**src/sv/prl_pkg.sv**
```systemverilog
// shared types and constants for the positional record list
`default_nettype none
package prl_pkg;

  // default list depth and widest memory address the depth range needs
  localparam int DEPTH_DEF  = 16;
  localparam int ADDR_MAX_W = 10;

  localparam int ID_W    = 27;
  localparam int SCORE_W = 10;
  localparam int POS_W   = 5;

  localparam logic [SCORE_W-1:0] SCORE_MAX = SCORE_W'(1000);

  typedef enum logic [3:0] {
    CMD_PUSH_FRONT = 4'd0,
    CMD_PUSH_BACK  = 4'd1,
    CMD_INSERT_AT  = 4'd2,
    CMD_POP_FRONT  = 4'd3,
    CMD_POP_BACK   = 4'd4,
    CMD_REMOVE_AT  = 4'd5,
    CMD_REVERSE    = 4'd6,
    CMD_FIND       = 4'd7,
    CMD_MAX        = 4'd8,
    CMD_MIN        = 4'd9,
    CMD_CLEAR      = 4'd10,
    CMD_READ_AT    = 4'd11
  } cmd_t;

  typedef enum logic [1:0] {
    STS_OK        = 2'd0,
    STS_BAD_POS   = 2'd1,
    STS_FULL      = 2'd2,
    STS_NOT_FOUND = 2'd3
  } status_t;

  typedef enum logic [3:0] {
    ST_IDLE,
    ST_SHIFT,
    ST_REMOVE,
    ST_REV_RA,
    ST_REV_RB,
    ST_REV_WA,
    ST_REV_WB,
    ST_FIND,
    ST_SCAN,
    ST_LIST_RD,
    ST_LIST_CHK,
    ST_READ_RD,
    ST_READ_WT,
    ST_EMIT
  } state_t;

  typedef struct packed {
    logic [ID_W-1:0]    id;
    logic [SCORE_W-1:0] score;
  } rec_t;

  // one read and one write request to the record memory
  typedef struct packed {
    logic                  re;
    logic [ADDR_MAX_W-1:0] ra;
    logic                  we;
    logic [ADDR_MAX_W-1:0] wa;
    rec_t                  wd;
  } mem_req_t;

endpackage
`default_nettype wire

```
**src/sv/positional_record_list_core.sv**
```systemverilog
// positional record list: top level with record memory and sequencer
//
//  beat      direction  fields
//  in_*      in         command, position, record_id, score_in
//  out_*     out        status, found_id, found_score, found_position, count, last
//
// How long an item takes is set by walks over the record memory (one read port,
// one write port, registered read data): inserts, removes and finds walk the
// list at most once, reverse swaps one pair at a time, and max/min scan once
// and then read entries again up to the last match.
// Synchronous active-low reset empties the list; the memory is not cleared.
// A held result beat does not block the next command from entering; the
// sequencer waits only when it has a new beat to place.
`default_nettype none
module positional_record_list_core #(
  parameter int DEPTH = prl_pkg::DEPTH_DEF
) (
  input  logic                          clk,
  input  logic                          rst_n,
  input  logic                          in_valid,
  output logic                          in_stall,
  input  logic [3:0]                    in_command,
  input  logic [prl_pkg::POS_W-1:0]     in_position,
  input  logic [prl_pkg::ID_W-1:0]      in_record_id,
  input  logic [prl_pkg::SCORE_W-1:0]   in_score_in,
  output logic                          out_valid,
  input  logic                          out_stall,
  output logic [1:0]                    out_status,
  output logic [prl_pkg::ID_W-1:0]      out_found_id,
  output logic [prl_pkg::SCORE_W-1:0]   out_found_score,
  output logic [prl_pkg::POS_W-1:0]     out_found_position,
  output logic [prl_pkg::POS_W-1:0]     out_count,
  output logic                          out_last
);
  import prl_pkg::*;

  mem_req_t mreq;
  rec_t     rdata;

  // record memory
  prl_mem #(.DEPTH(DEPTH)) u_mem (
    .clk   (clk),
    .req   (mreq),
    .rdata (rdata)
  );

  // command sequencer
  prl_seq #(.DEPTH(DEPTH)) u_seq (
    .clk                (clk),
    .rst_n              (rst_n),
    .in_valid           (in_valid),
    .in_stall           (in_stall),
    .in_command         (in_command),
    .in_position        (in_position),
    .in_record_id       (in_record_id),
    .in_score_in        (in_score_in),
    .out_valid          (out_valid),
    .out_stall          (out_stall),
    .out_status         (out_status),
    .out_found_id       (out_found_id),
    .out_found_score    (out_found_score),
    .out_found_position (out_found_position),
    .out_count          (out_count),
    .out_last           (out_last),
    .mreq               (mreq),
    .rdata              (rdata)
  );

endmodule
`default_nettype wire

```
**src/sv/prl_mem.sv**
```systemverilog
// record memory: one write port, one read port with registered data
`default_nettype none
module prl_mem #(
  parameter int DEPTH = prl_pkg::DEPTH_DEF
) (
  input  logic              clk,
  input  prl_pkg::mem_req_t req,
  output prl_pkg::rec_t     rdata
);
  import prl_pkg::*;

  localparam int AW = $clog2(DEPTH);

  rec_t store_r [DEPTH];
  rec_t rdata_r;

  // write and registered read
  always_ff @(posedge clk) begin
    if (req.we) begin
      store_r[req.wa[AW-1:0]] <= req.wd;
    end
    if (req.re) begin
      rdata_r <= store_r[req.ra[AW-1:0]];
    end
  end

  assign rdata = rdata_r;

endmodule
`default_nettype wire

```
**src/sv/prl_seq.sv**
```systemverilog
// command sequencer: walks the record memory and drives the result register
`default_nettype none
module prl_seq #(
  parameter int DEPTH = prl_pkg::DEPTH_DEF
) (
  input  logic                          clk,
  input  logic                          rst_n,
  input  logic                          in_valid,
  output logic                          in_stall,
  input  logic [3:0]                    in_command,
  input  logic [prl_pkg::POS_W-1:0]     in_position,
  input  logic [prl_pkg::ID_W-1:0]      in_record_id,
  input  logic [prl_pkg::SCORE_W-1:0]   in_score_in,
  output logic                          out_valid,
  input  logic                          out_stall,
  output logic [1:0]                    out_status,
  output logic [prl_pkg::ID_W-1:0]      out_found_id,
  output logic [prl_pkg::SCORE_W-1:0]   out_found_score,
  output logic [prl_pkg::POS_W-1:0]     out_found_position,
  output logic [prl_pkg::POS_W-1:0]     out_count,
  output logic                          out_last,
  output prl_pkg::mem_req_t             mreq,
  input  prl_pkg::rec_t                 rdata
);
  import prl_pkg::*;

  localparam int AW = $clog2(DEPTH);
  localparam int CW = $clog2(DEPTH + 1);
  localparam int XW = ((CW > POS_W) ? CW : POS_W) + 1;

  // control state
  state_t          state_r, state_nxt;
  logic [CW-1:0]   cnt_r, cnt_nxt;
  logic            rv_r, rv_nxt;
  logic            out_valid_r, out_valid_nxt;

  // working registers
  cmd_t            cmd_r, cmd_nxt;
  logic [AW-1:0]   idx_r, idx_nxt;
  logic [CW-1:0]   ptr_r, ptr_nxt;
  logic [AW-1:0]   tag_r, tag_nxt;
  rec_t            rec_r, rec_nxt;
  logic [SCORE_W-1:0] best_r, best_nxt;
  logic [CW-1:0]   nmatch_r, nmatch_nxt;
  logic [CW-1:0]   sent_r, sent_nxt;
  status_t         res_st_r, res_st_nxt;
  rec_t            res_rec_r, res_rec_nxt;
  logic [POS_W-1:0] res_pos_r, res_pos_nxt;

  // result register
  status_t          o_st_r, o_st_nxt;
  rec_t             o_rec_r, o_rec_nxt;
  logic [POS_W-1:0] o_pos_r, o_pos_nxt;
  logic [POS_W-1:0] o_cnt_r, o_cnt_nxt;
  logic             o_last_r, o_last_nxt;

  logic [XW-1:0]      pos_x, cnt_x, ipos, rpos;
  logic [SCORE_W-1:0] sat_score;
  logic [CW-1:0]      rev_j;
  logic               out_free;
  logic               better;

  assign pos_x     = XW'(in_position);
  assign cnt_x     = XW'(cnt_r);
  assign sat_score = (in_score_in > SCORE_MAX) ? SCORE_MAX : in_score_in;
  assign rev_j     = cnt_r - CW'(1) - ptr_r;
  assign out_free  = !out_valid_r || !out_stall;
  assign better    = (cmd_r == CMD_MAX) ? (rdata.score > best_r) : (rdata.score < best_r);

  assign in_stall = (state_r != ST_IDLE);

  // insert and remove positions by command
  always_comb begin
    ipos = pos_x;
    rpos = pos_x;
    case (cmd_t'(in_command))
      CMD_PUSH_FRONT: ipos = XW'(1);
      CMD_PUSH_BACK:  ipos = cnt_x + XW'(1);
      CMD_POP_FRONT:  rpos = XW'(1);
      CMD_POP_BACK:   rpos = cnt_x;
      default: ;
    endcase
  end

  // state register
  always_ff @(posedge clk) begin
    if (!rst_n) begin
      state_r     <= ST_IDLE;
      cnt_r       <= '0;
      rv_r        <= 1'b0;
      out_valid_r <= 1'b0;
    end else begin
      state_r     <= state_nxt;
      cnt_r       <= cnt_nxt;
      rv_r        <= rv_nxt;
      out_valid_r <= out_valid_nxt;
    end
  end

  // payload registers
  always_ff @(posedge clk) begin
    cmd_r     <= cmd_nxt;
    idx_r     <= idx_nxt;
    ptr_r     <= ptr_nxt;
    tag_r     <= tag_nxt;
    rec_r     <= rec_nxt;
    best_r    <= best_nxt;
    nmatch_r  <= nmatch_nxt;
    sent_r    <= sent_nxt;
    res_st_r  <= res_st_nxt;
    res_rec_r <= res_rec_nxt;
    res_pos_r <= res_pos_nxt;
    o_st_r    <= o_st_nxt;
    o_rec_r   <= o_rec_nxt;
    o_pos_r   <= o_pos_nxt;
    o_cnt_r   <= o_cnt_nxt;
    o_last_r  <= o_last_nxt;
  end

  // next state, memory requests and result beats
  always_comb begin
    state_nxt     = state_r;
    cnt_nxt       = cnt_r;
    cmd_nxt       = cmd_r;
    idx_nxt       = idx_r;
    ptr_nxt       = ptr_r;
    rec_nxt       = rec_r;
    best_nxt      = best_r;
    nmatch_nxt    = nmatch_r;
    sent_nxt      = sent_r;
    res_st_nxt    = res_st_r;
    res_rec_nxt   = res_rec_r;
    res_pos_nxt   = res_pos_r;
    o_st_nxt      = o_st_r;
    o_rec_nxt     = o_rec_r;
    o_pos_nxt     = o_pos_r;
    o_cnt_nxt     = o_cnt_r;
    o_last_nxt    = o_last_r;
    out_valid_nxt = out_valid_r && out_stall;
    mreq          = '0;

    unique case (state_r)
      ST_IDLE: begin
        if (in_valid) begin
          cmd_nxt     = cmd_t'(in_command);
          rec_nxt     = '{id: in_record_id, score: sat_score};
          res_st_nxt  = STS_OK;
          res_rec_nxt = '0;
          res_pos_nxt = '0;
          ptr_nxt     = '0;
          state_nxt   = ST_EMIT;
          case (cmd_t'(in_command))
            CMD_PUSH_FRONT, CMD_PUSH_BACK, CMD_INSERT_AT: begin
              if (ipos == '0 || ipos > cnt_x + XW'(1)) begin
                res_st_nxt = STS_BAD_POS;
              end else if (cnt_r == CW'(DEPTH)) begin
                res_st_nxt = STS_FULL;
              end else begin
                idx_nxt     = AW'(ipos - XW'(1));
                res_pos_nxt = ipos[POS_W-1:0];
                ptr_nxt     = cnt_r;
                state_nxt   = ST_SHIFT;
              end
            end
            CMD_POP_FRONT, CMD_POP_BACK, CMD_REMOVE_AT, CMD_READ_AT: begin
              if (rpos == '0 || rpos > cnt_x) begin
                res_st_nxt = STS_BAD_POS;
              end else begin
                idx_nxt     = AW'(rpos - XW'(1));
                res_pos_nxt = rpos[POS_W-1:0];
                ptr_nxt     = CW'(rpos - XW'(1));
                state_nxt   = (cmd_t'(in_command) == CMD_READ_AT) ? ST_READ_RD : ST_REMOVE;
              end
            end
            CMD_REVERSE: begin
              if (cnt_r == '0) res_st_nxt = STS_BAD_POS;
              else state_nxt = ST_REV_RA;
            end
            CMD_FIND: begin
              state_nxt = ST_FIND;
            end
            CMD_MAX, CMD_MIN: begin
              if (cnt_r == '0) res_st_nxt = STS_BAD_POS;
              else state_nxt = ST_SCAN;
            end
            CMD_CLEAR: begin
              cnt_nxt = '0;
            end
            default: begin
              res_st_nxt = STS_BAD_POS;
            end
          endcase
        end
      end

      // move entries idx..count-1 back by one, reading from the tail down
      ST_SHIFT: begin
        if (ptr_r > CW'(idx_r)) begin
          mreq.re = 1'b1;
          mreq.ra = ADDR_MAX_W'(ptr_r - CW'(1));
          ptr_nxt = ptr_r - CW'(1);
        end
        if (rv_r) begin
          mreq.we = 1'b1;
          mreq.wa = ADDR_MAX_W'(tag_r) + ADDR_MAX_W'(1);
          mreq.wd = rdata;
        end else if (ptr_r == CW'(idx_r)) begin
          mreq.we     = 1'b1;
          mreq.wa     = ADDR_MAX_W'(idx_r);
          mreq.wd     = rec_r;
          res_rec_nxt = rec_r;
          cnt_nxt     = cnt_r + CW'(1);
          state_nxt   = ST_EMIT;
        end
      end

      // capture the removed entry, then pull later entries forward
      ST_REMOVE: begin
        if (ptr_r < cnt_r) begin
          mreq.re = 1'b1;
          mreq.ra = ADDR_MAX_W'(ptr_r);
          ptr_nxt = ptr_r + CW'(1);
        end
        if (rv_r) begin
          if (tag_r == idx_r) begin
            res_rec_nxt = rdata;
          end else begin
            mreq.we = 1'b1;
            mreq.wa = ADDR_MAX_W'(tag_r) - ADDR_MAX_W'(1);
            mreq.wd = rdata;
          end
        end else if (ptr_r == cnt_r) begin
          cnt_nxt   = cnt_r - CW'(1);
          state_nxt = ST_EMIT;
        end
      end

      // reverse: swap entry i with entry count-1-i, one pair at a time
      ST_REV_RA: begin
        if (ptr_r >= (cnt_r >> 1)) begin
          state_nxt = ST_EMIT;
        end else begin
          mreq.re   = 1'b1;
          mreq.ra   = ADDR_MAX_W'(ptr_r);
          state_nxt = ST_REV_RB;
        end
      end
      ST_REV_RB: begin
        // entry i is on the read data now; hold it for the second write
        rec_nxt   = rdata;
        mreq.re   = 1'b1;
        mreq.ra   = ADDR_MAX_W'(rev_j);
        state_nxt = ST_REV_WA;
      end
      ST_REV_WA: begin
        state_nxt = ST_REV_WB;
      end
      ST_REV_WB: begin
        mreq.we   = 1'b1;
        mreq.wa   = ADDR_MAX_W'(ptr_r);
        mreq.wd   = rdata;
        state_nxt = ST_REV_RA;
        ptr_nxt   = ptr_r + CW'(1);
        best_nxt  = best_r;
      end

      // find: first entry whose id matches
      ST_FIND: begin
        if (ptr_r < cnt_r) begin
          mreq.re = 1'b1;
          mreq.ra = ADDR_MAX_W'(ptr_r);
          ptr_nxt = ptr_r + CW'(1);
        end
        if (rv_r && rdata.id == rec_r.id) begin
          res_rec_nxt = rdata;
          res_pos_nxt = POS_W'(XW'(tag_r) + XW'(1));
          state_nxt   = ST_EMIT;
        end else if (!rv_r && ptr_r == cnt_r) begin
          res_st_nxt = STS_NOT_FOUND;
          state_nxt  = ST_EMIT;
        end
      end

      // first pass: extreme score and how many entries hold it
      ST_SCAN: begin
        if (ptr_r < cnt_r) begin
          mreq.re = 1'b1;
          mreq.ra = ADDR_MAX_W'(ptr_r);
          ptr_nxt = ptr_r + CW'(1);
        end
        if (rv_r) begin
          if (tag_r == '0 || better) begin
            best_nxt   = rdata.score;
            nmatch_nxt = CW'(1);
          end else if (rdata.score == best_r) begin
            nmatch_nxt = nmatch_r + CW'(1);
          end
        end else if (ptr_r == cnt_r) begin
          ptr_nxt   = '0;
          sent_nxt  = '0;
          state_nxt = ST_LIST_RD;
        end
      end

      // second pass: one beat per matching entry
      ST_LIST_RD: begin
        mreq.re   = 1'b1;
        mreq.ra   = ADDR_MAX_W'(ptr_r);
        state_nxt = ST_LIST_CHK;
      end
      ST_LIST_CHK: begin
        if (rdata.score != best_r) begin
          ptr_nxt   = ptr_r + CW'(1);
          state_nxt = ST_LIST_RD;
        end else if (out_free) begin
          out_valid_nxt = 1'b1;
          o_st_nxt      = STS_OK;
          o_rec_nxt     = rdata;
          o_pos_nxt     = POS_W'(XW'(ptr_r) + XW'(1));
          o_cnt_nxt     = POS_W'(cnt_r);
          o_last_nxt    = (sent_r + CW'(1) == nmatch_r);
          sent_nxt      = sent_r + CW'(1);
          ptr_nxt       = ptr_r + CW'(1);
          state_nxt     = (sent_r + CW'(1) == nmatch_r) ? ST_IDLE : ST_LIST_RD;
        end
      end

      // read at a position
      ST_READ_RD: begin
        mreq.re   = 1'b1;
        mreq.ra   = ADDR_MAX_W'(idx_r);
        state_nxt = ST_READ_WT;
      end
      ST_READ_WT: begin
        res_rec_nxt = rdata;
        state_nxt   = ST_EMIT;
      end

      // single result beat
      ST_EMIT: begin
        if (out_free) begin
          out_valid_nxt = 1'b1;
          o_st_nxt      = res_st_r;
          o_rec_nxt     = res_rec_r;
          o_pos_nxt     = res_pos_r;
          o_cnt_nxt     = POS_W'(cnt_r);
          o_last_nxt    = 1'b1;
          state_nxt     = ST_IDLE;
        end
      end

      default: state_nxt = ST_IDLE;
    endcase

    // the first half of a swap is written back here, the second half below
    if (state_r == ST_REV_WA) begin
      mreq.we = 1'b1;
      mreq.wa = ADDR_MAX_W'(ptr_r);
      mreq.wd = rdata;
    end
    if (state_r == ST_REV_WB) begin
      mreq.wa = ADDR_MAX_W'(rev_j);
      mreq.wd = rec_r;
    end

    rv_nxt  = mreq.re;
    tag_nxt = mreq.ra[AW-1:0];
  end

  assign out_valid          = out_valid_r;
  assign out_status         = o_st_r;
  assign out_found_id       = o_rec_r.id;
  assign out_found_score    = o_rec_r.score;
  assign out_found_position = o_pos_r;
  assign out_count          = o_cnt_r;
  assign out_last           = o_last_r;

endmodule
`default_nettype wire

```
**config.mk**
```make
export PLATFORM = sky130hd
export DESIGN_NAME = positional_record_list_core
export DESIGN_NICKNAME = d
export VERILOG_FILES = /design/src/sv/prl_pkg.sv /design/src/sv/positional_record_list_core.sv /design/src/sv/prl_mem.sv /design/src/sv/prl_seq.sv
export SDC_FILE = /design/constraint.sdc
export NUM_CORES = 1
export LEC_CHECK = 0
export BUFFER_PORTS_ARGS = -buffer_cell sky130_fd_sc_hd__buf_2
export CAP_MARGIN = 25
export CORE_AREA = 2 2 242 244
export DETAILED_ROUTE_END_ITERATION = 10
export DIE_AREA = 0 0 244 246
export PLACE_DENSITY = 0.82
export SETUP_SLACK_MARGIN = 0.5
export SLEW_MARGIN = 20
export SYNTH_ARGS = -nofsm -noshare
export SYNTH_HDL_FRONTEND = slang
export SYNTH_SLANG_ARGS = --single-unit
```
**constraint.sdc**
```tcl
create_clock -name clk -period 8.22 [get_ports clk]
set_input_delay 0.822 -clock clk [delete_from_list [all_inputs] [get_ports clk]]
set_output_delay 0.822 -clock clk [all_outputs]
set_load 0.02 [all_outputs]
```
==> results of run 1 <==
-- layout make-up --
| class | instances | area share |
|---|---|---|
| Sequential cell | 808 | 0.591 |
| Multi-Input combinational cell | 1528 | 0.285 |
| Tap cell | 765 | 0.0235 |
| Timing Repair Buffer | 165 | 0.0255 |
| Antenna cell | 2 | 0.000123 |
| Inverter | 126 | 0.0117 |
| Clock buffer | 99 | 0.0516 |
| Clock inverter | 43 | 0.0119 |
-- routing by layer --
metal,vias up,part of all wire,routed length [um]
li1,10900,-,-
met1,12900,0.35,38500
met2,2397,0.44,48800
met3,392,0.16,18200
met4,0,0.045,5020
met5,-,0,0
-- power groups by stage --
stage                     Sequential [mW]  Combinational (mW)  Clock (mW)
after floorplan                      5.86                4.11           0
after global placement               6.17                5.61           0
after detailed placement             6.20                5.79           0
after CTS                            6.14                5.89        3.69
after global routing                 6.24                6.42        3.84
final                                6.22                6.10        3.69
-- flip-flops by register name, summed over array words and instances (netlist names) --
signal                    cells
u_seq.out_last                1
u_seq.out_found_score        10
u_mem.rdata                  37
u_seq.out_count               5
u_seq.ptr_r                   5
u_seq.out_found_id           27
u_seq.res_rec_r              37
u_seq.sent_r                  5
u_seq.best_r                 10
u_seq.out_valid               1
u_seq.res_st_r                2
u_seq.out_status              2
u_seq.out_found_position      5
u_seq.rec_r                  37
u_seq.state_r                 4
u_seq.cmd_r                   4
u_mem.store_r               592
u_seq.res_pos_r               5
u_seq.idx_r                   4
u_seq.rv_r                    1
u_seq.nmatch_r                5
u_seq.tag_r                   4
u_seq.cnt_r                   5
-- cells in the mapped netlist (all sizes together), types with 7 or more instances --
| cell | count |
|---|---|
| edfxtp | 793 |
| nand4 | 273 |
| clkbuf | 190 |
| mux2 | 187 |
| nand2 | 162 |
| o2111ai | 150 |
| inv | 125 |
| o221ai | 82 |
| o31ai | 82 |
| a22o | 76 |
| nor2 | 68 |
| buf | 58 |
| a21oi | 50 |
| ha | 49 |
| o21ai | 45 |
| xnor2 | 41 |
| nand3 | 32 |
| xor2 | 25 |
| nor3 | 22 |
| dfxtp | 15 |
| nor2b | 14 |
| o22ai | 11 |
| a22oi | 10 |
| o211ai | 10 |
| a21o | 9 |
| nor4 | 9 |
| a211oi | 8 |
| a31oi | 8 |
| nand2b | 8 |
| o21a | 8 |
| a221oi | 7 |
| and3 | 7 |
| or3 | 7 |
-- logic make-up (layout without fill, tap and decap cells) --
logic type	Yosys count	in the layout	synth area share
DFF	808	808	0.652
and+or+nand+nor	625	625	0.0896
AOI/OAI and AO/OA	597	597	0.127
buffers and inverters	374	433	0.0413
muxes	190	190	0.0577
xor gates and xnor gates	66	66	0.0156
adders and majority gates	50	50	0.0171
other	0	2	0
-- worst max-delay path, delay by kind of cell (launching register included) --
family	cells	cell delay [ns]
AOI/OAI and AO/OA	4	0.93
and+or+nand+nor	5	1.08
buffers and inverters	6	1.98
adders and majority gates	2	0.55
muxes	1	0.38
DFF	1	0.64
-- final timing paths --
| check | startpoint | endpoint |
|---|---|---|
| worst min register to register | u_seq.res_rec_r[18] | u_seq.out_found_id[8] |
| worst min-delay path | in_record_id[1] | u_seq.rec_r[11] |
| worst max-delay path | u_seq.cnt_r[3] | u_mem.rdata[34] |
| worst max register to register | u_seq.cnt_r[3] | u_mem.rdata[34] |
-- per-stage QoR --
step           instance area (um2)  hold WS [ns]  power [mW]  worst slack (ns)
2_1_floorplan                37000         0.444        9.97              3.60
3_3_place_gp                 38100         0.526        11.8              2.58
3_5_place_dp                 38200         0.536        12.0              2.47
4_1_cts                      40800         0.438        15.7              2.38
5_1_grt                      40800         0.472        16.5              1.97
6_report                     40800         0.456        16.0              2.31
==> impl_metrics.tcl, run 1 <==
set metrics [dict create \
    drc 0 \
    holdPathStages 3 \
    synth-seq-area-share 0.652 \
    post_cts_buffers 0 \
    cts_tree "done" \
    clkPwrFrac 0.231 \
    timing.final.crit_share 0.719 \
    synth_edf_count 793 \
    synthTopCellsByArea "edfxtp_1, nand4_1, o2111ai_1" \
    clk_pin_slew_worst_paths_ns 0.06 \
    met2_usage 0.538 \
    syn-mean-instance-area_um2 13.7 \
    hold_viol 0 \
    rsz0062_at_grt "no" \
    cts_made_buffers 80 \
    dp_hpwl_um 61900 \
    start_util 0.645 \
    critPathLaunchType "register" \
    leakagePower_nw 14.1 \
    worstPathArrival_ns 6.24 \
    die_x_um 244 \
    worst_path_largest_cell_delay_ns 0.64 \
    period_minus_slack_ns 5.91 \
    gp_congestion 0.983 \
    drt-wirelength-per-cell_um 31.3 \
    io_pins 102 \
    cts_buffer_depth 3 \
    maxSlewHeadroom 0.247 \
    drt_wl_total_um 111000 \
    tightest_slew_ns 1.13 \
    status "completed" \
    clock_skew_ns 0.0276 \
    dp_cells 3390 \
    fmax_mhz 169 \
    async_flop_share 0 \
    drive_gt1_frac 0.154 \
    peakVddDrop_v 0.000401 \
    cts.sinks 808 \
    first_global_vias 25600 \
    die_area_mm2 0.0600 \
    fp.dieH_um 246 \
    std_cell_rows 88 \
    r2r_setup_slack_ns 2.31 \
    drt_iter0_drc 4029 \
    mostFrequentLayoutCells "edfxtp_1, nand4_1, nand2_1, o2111ai_1, inv_1" \
    hp-class "input port to register" \
    clock_latency_ns 0.64 \
    synth.cell_area_mm2 0.0370 \
    nNetsFinal 2809 \
    netlist_instances 2710 \
    use_met1 0.487 \
    stdcell_count 3536 \
    fillers 3518 \
    powerDensity_mw_per_mm2 393 \
    drv_slew 0 \
    port_buffers 101 \
    tns_ns 0 \
    cts_resized 0 \
    path_max_fanout 66 \
    reg2reg_depth 18 \
    postSynthNetCount 2810 \
    drt.antenna.violating_nets 0 \
    cp.required_ns 8.55 \
    grt_max_degree 150 \
    critPathKind "register to register" \
    hold_buffers 0 \
    crit_chain "inv_1, ha_1, a21o_1, a21oi_1, nand2_1, inv_1, ha_1, or3b_2, o22ai_1, or2_2, buf_4, nor3_4, inv_6, buf_16, buf_4, mux2_2, o2111ai_1, nand4_1" \
    clockRootBuffer "clkbuf_16" \
    area_growth_syn_to_layout_pct 10.3 \
    switching_share 0.401 \
    dr.pass1.iters 6 \
    grt_pass1_wl_um 163000 \
    setup_viol 0 \
    synth_top_area_share 0.644 \
    maxCapViolCount 0 \
    synth_cell_types 77 \
    met3_usage 0.142 \
    vias_per_cell 7.53 \
    core_mm2 0.0574 \
    htree_levels 3 \
    p_comb_frac 0.381 \
    worst_path_max_delay_cell "dfxtp_1" \
    final_util 0.711 \
    p_seq_frac 0.389 \
    layout_commonest_cell "edfxtp_1" \
    switching_power_mw 6.42 \
    via_count 26600 \
    multi_input_area_mm2 0.0116 \
    busiest_layer "met2" \
    register_area_mm2 0.0241 \
    endpoint_kind "register" \
    intPower_mw 9.60 \
    synth_top_area_cell "edfxtp_1" \
    synth_warnings 0 \
    grt_use_total 0.365 \
    grt_overflow 0 \
    antenna_found_initial 1 \
    synth-seq-cells 808 \
    synthFlopType "edfxtp_1" \
]
Power figures use the tool's default switching activity.
==> inputs of run 2 (changes only) <==
--- a/config.mk
+++ b/config.mk
@@ -7,10 +7,10 @@
 export LEC_CHECK = 0
 export BUFFER_PORTS_ARGS = -buffer_cell sky130_fd_sc_hd__buf_2
 export CAP_MARGIN = 25
-export CORE_AREA = 2 2 242 244
+export CORE_AREA = 2 2 258 260
 export DETAILED_ROUTE_END_ITERATION = 10
-export DIE_AREA = 0 0 244 246
-export PLACE_DENSITY = 0.82
+export DIE_AREA = 0 0 260 262
+export PLACE_DENSITY = 0.76
 export SETUP_SLACK_MARGIN = 0.5
 export SLEW_MARGIN = 20
 export SYNTH_ARGS = -nofsm -noshare
==> constraint.sdc (replaced) <==
create_clock -name clk -period 5 [get_ports clk]
set_input_delay 0.5 -clock clk [delete_from_list [all_inputs] [get_ports clk]]
set_output_delay 0.5 -clock clk [all_outputs]
set_load 0.02 [all_outputs]
==> run 2 against run 1 <==
Worst setup slack worse by 1.5 ns; total power up 64%; final area up 1.4%; sequential share of layout area down 0.82 points; global-route usage down 5.2 points; register-to-register slack worse by 1.5 ns; via count down 1.2%; critical path type unchanged; critical endpoint is now u_mem.rdata[12]; largest cell class unchanged.
==> impl_metrics.tcl, run 2 (synthesis results as in run 1) <==
set metrics [dict create \
    critPathKind "register to register" \
    area_growth_syn_to_layout_pct 11.8 \
    timing.final.crit_share 0.840 \
    powerDensity_mw_per_mm2 635 \
    nNetsFinal 2831 \
    fp.dieH_um 262 \
    dp_cells 3513 \
    worst_path_largest_cell_delay_ns 0.53 \
    tns_ns 0 \
    port_buffers 101 \
    clk_pin_slew_worst_paths_ns 0.06 \
    htree_levels 3 \
    period_minus_slack_ns 4.20 \
    grt_overflow 0 \
    via_count 26300 \
    crit_chain "ha_1, nand3_1, o21bai_1, nand2_1, inv_1, ha_1, or3b_2, o22ai_2, or2_4, nor3_4, inv_6, buf_12, mux2_1, o2111ai_1, nand4_1" \
    cp_top_family "simple AND/OR/NAND/NOR gates" \
    cts_made_buffers 78 \
    core_mm2 0.0653 \
    drt.antenna.violating_nets 0 \
    tightest_slew_ns 1.11 \
    rsz0062_at_grt "no" \
    hold_viol 0 \
    drive_gt1_frac 0.164 \
    maxCapViolCount 0 \
    stdcell_count 3659 \
    cpMostUsedCell "ha_1" \
    peakVddDrop_v 0.000732 \
    mostFrequentLayoutCells "edfxtp_1, nand4_1, nand2_1, o2111ai_1, inv_1" \
    drt_wl_total_um 109000 \
    dp_hpwl_um 62400 \
    fmax_mhz 238 \
    die_area_mm2 0.0681 \
    die_x_um 260 \
    antenna_found_initial 1 \
    grt_max_degree 116 \
    endpoint_kind "register" \
    io_pins 102 \
    drt_iter0_drc 4178 \
    start_util 0.567 \
    grt_pass1_wl_um 159000 \
    grt_use_total 0.313 \
    drv_slew 0 \
    status "completed" \
    clock_skew_ns 0.0223 \
    drt-wirelength-per-cell_um 29.7 \
    first_global_vias 25300 \
    hp-class "input port to register" \
    clockRootBuffer "clkbuf_16" \
    std_cell_rows 94 \
    setup_viol 0 \
    hold_slack_ns 0.148 \
    maxSlewHeadroom 0.257 \
    vias_per_cell 7.19 \
    drc 0 \
    layout_commonest_cell "edfxtp_1" \
    cp.required_ns 5.37 \
    critPathLaunchType "register" \
    largest_reg_flops 592 \
    worst_path_max_delay_cell "edfxtp_1" \
    cts_buffer_depth 3 \
    cts.sinks 808 \
    cts_tree "done" \
    gp_congestion 0.938 \
    path_buf_inv 3 \
    leakagePower_nw 14.3 \
    dr.pass1.iters 6 \
    clock_latency_ns 0.64 \
    worstPathArrival_ns 4.57 \
    power_mw 26.3 \
    path_max_fanout 42 \
]
[run 2: repair_timing]
item / 4_1_cts / 5_1_grt
setup buffers: 0 / 0
hold buffers: 0 / 0
endpoints found under the setup margin: 0 / 37
resized for setup: 0 / 5
[run 2: report_power, final]
| part | internal, mW | switching, mW |
|---|---|---|
| combinational | 3.35 | 6.81 |
| sequential | 9.12 | 1.04 |
| clock | 3.35 | 2.59 |
[run 2: worst paths after layout]
| check | from | end | slack (ns) | cells past startpoint |
|---|---|---|---|---|
| max | u_seq.ptr_r[4] | u_mem.rdata[12] | 0.80 | 15 |
| min | in_record_id[10] | u_seq.rec_r[20] | 0.15 | 3 |
| max reg2reg | u_seq.ptr_r[4] | u_mem.rdata[12] | 0.80 | 15 |
| min reg2reg | u_seq.res_rec_r[8] | u_seq.out_found_score[8] | 0.55 | 1 |
[run 2: layout make-up]
class | instances | area [um2]
timing repair buffer | 189 | 1500
antenna | 2 | 5.00
multi-input combinational | 1528 | 11600
inverter | 126 | 478
tap | 864 | 1080
fill | 4621 | 23900
clock buffer | 94 | 2030
clock inverter | 48 | 529
sequential | 808 | 24100
[run 2: layer usage]
| metal | GRT usage | wire length (um) | part of all wire | up-vias |
|---|---|---|---|---|
| met5 | 0 | 0 | 0 | - |
| met4 | 0.118 | 3420 | 0.032 | 0 |
| met3 | 0.0963 | 15200 | 0.14 | 276 |
| met2 | 0.477 | 49300 | 0.45 | 2046 |
| met1 | 0.426 | 40700 | 0.37 | 13000 |
| li1 | - | - | - | 11000 |
[run 2: through the flow]
step                      cell area, um2  setup slack (ns)   util
final                              41400             0.798  0.634
after global routing               41400             0.576  0.634
after CTS                          41300             0.625  0.633
after detailed placement           38800             0.713  0.594
after global placement             38700             0.796  0.593
after floorplan                    37000             0.380      -
[run 2: worst min-delay path, delay by kind of cell]
family	cells	cell delay [ns]
buffers and inverters	1	0.07
and+or+nand+nor	2	0.10
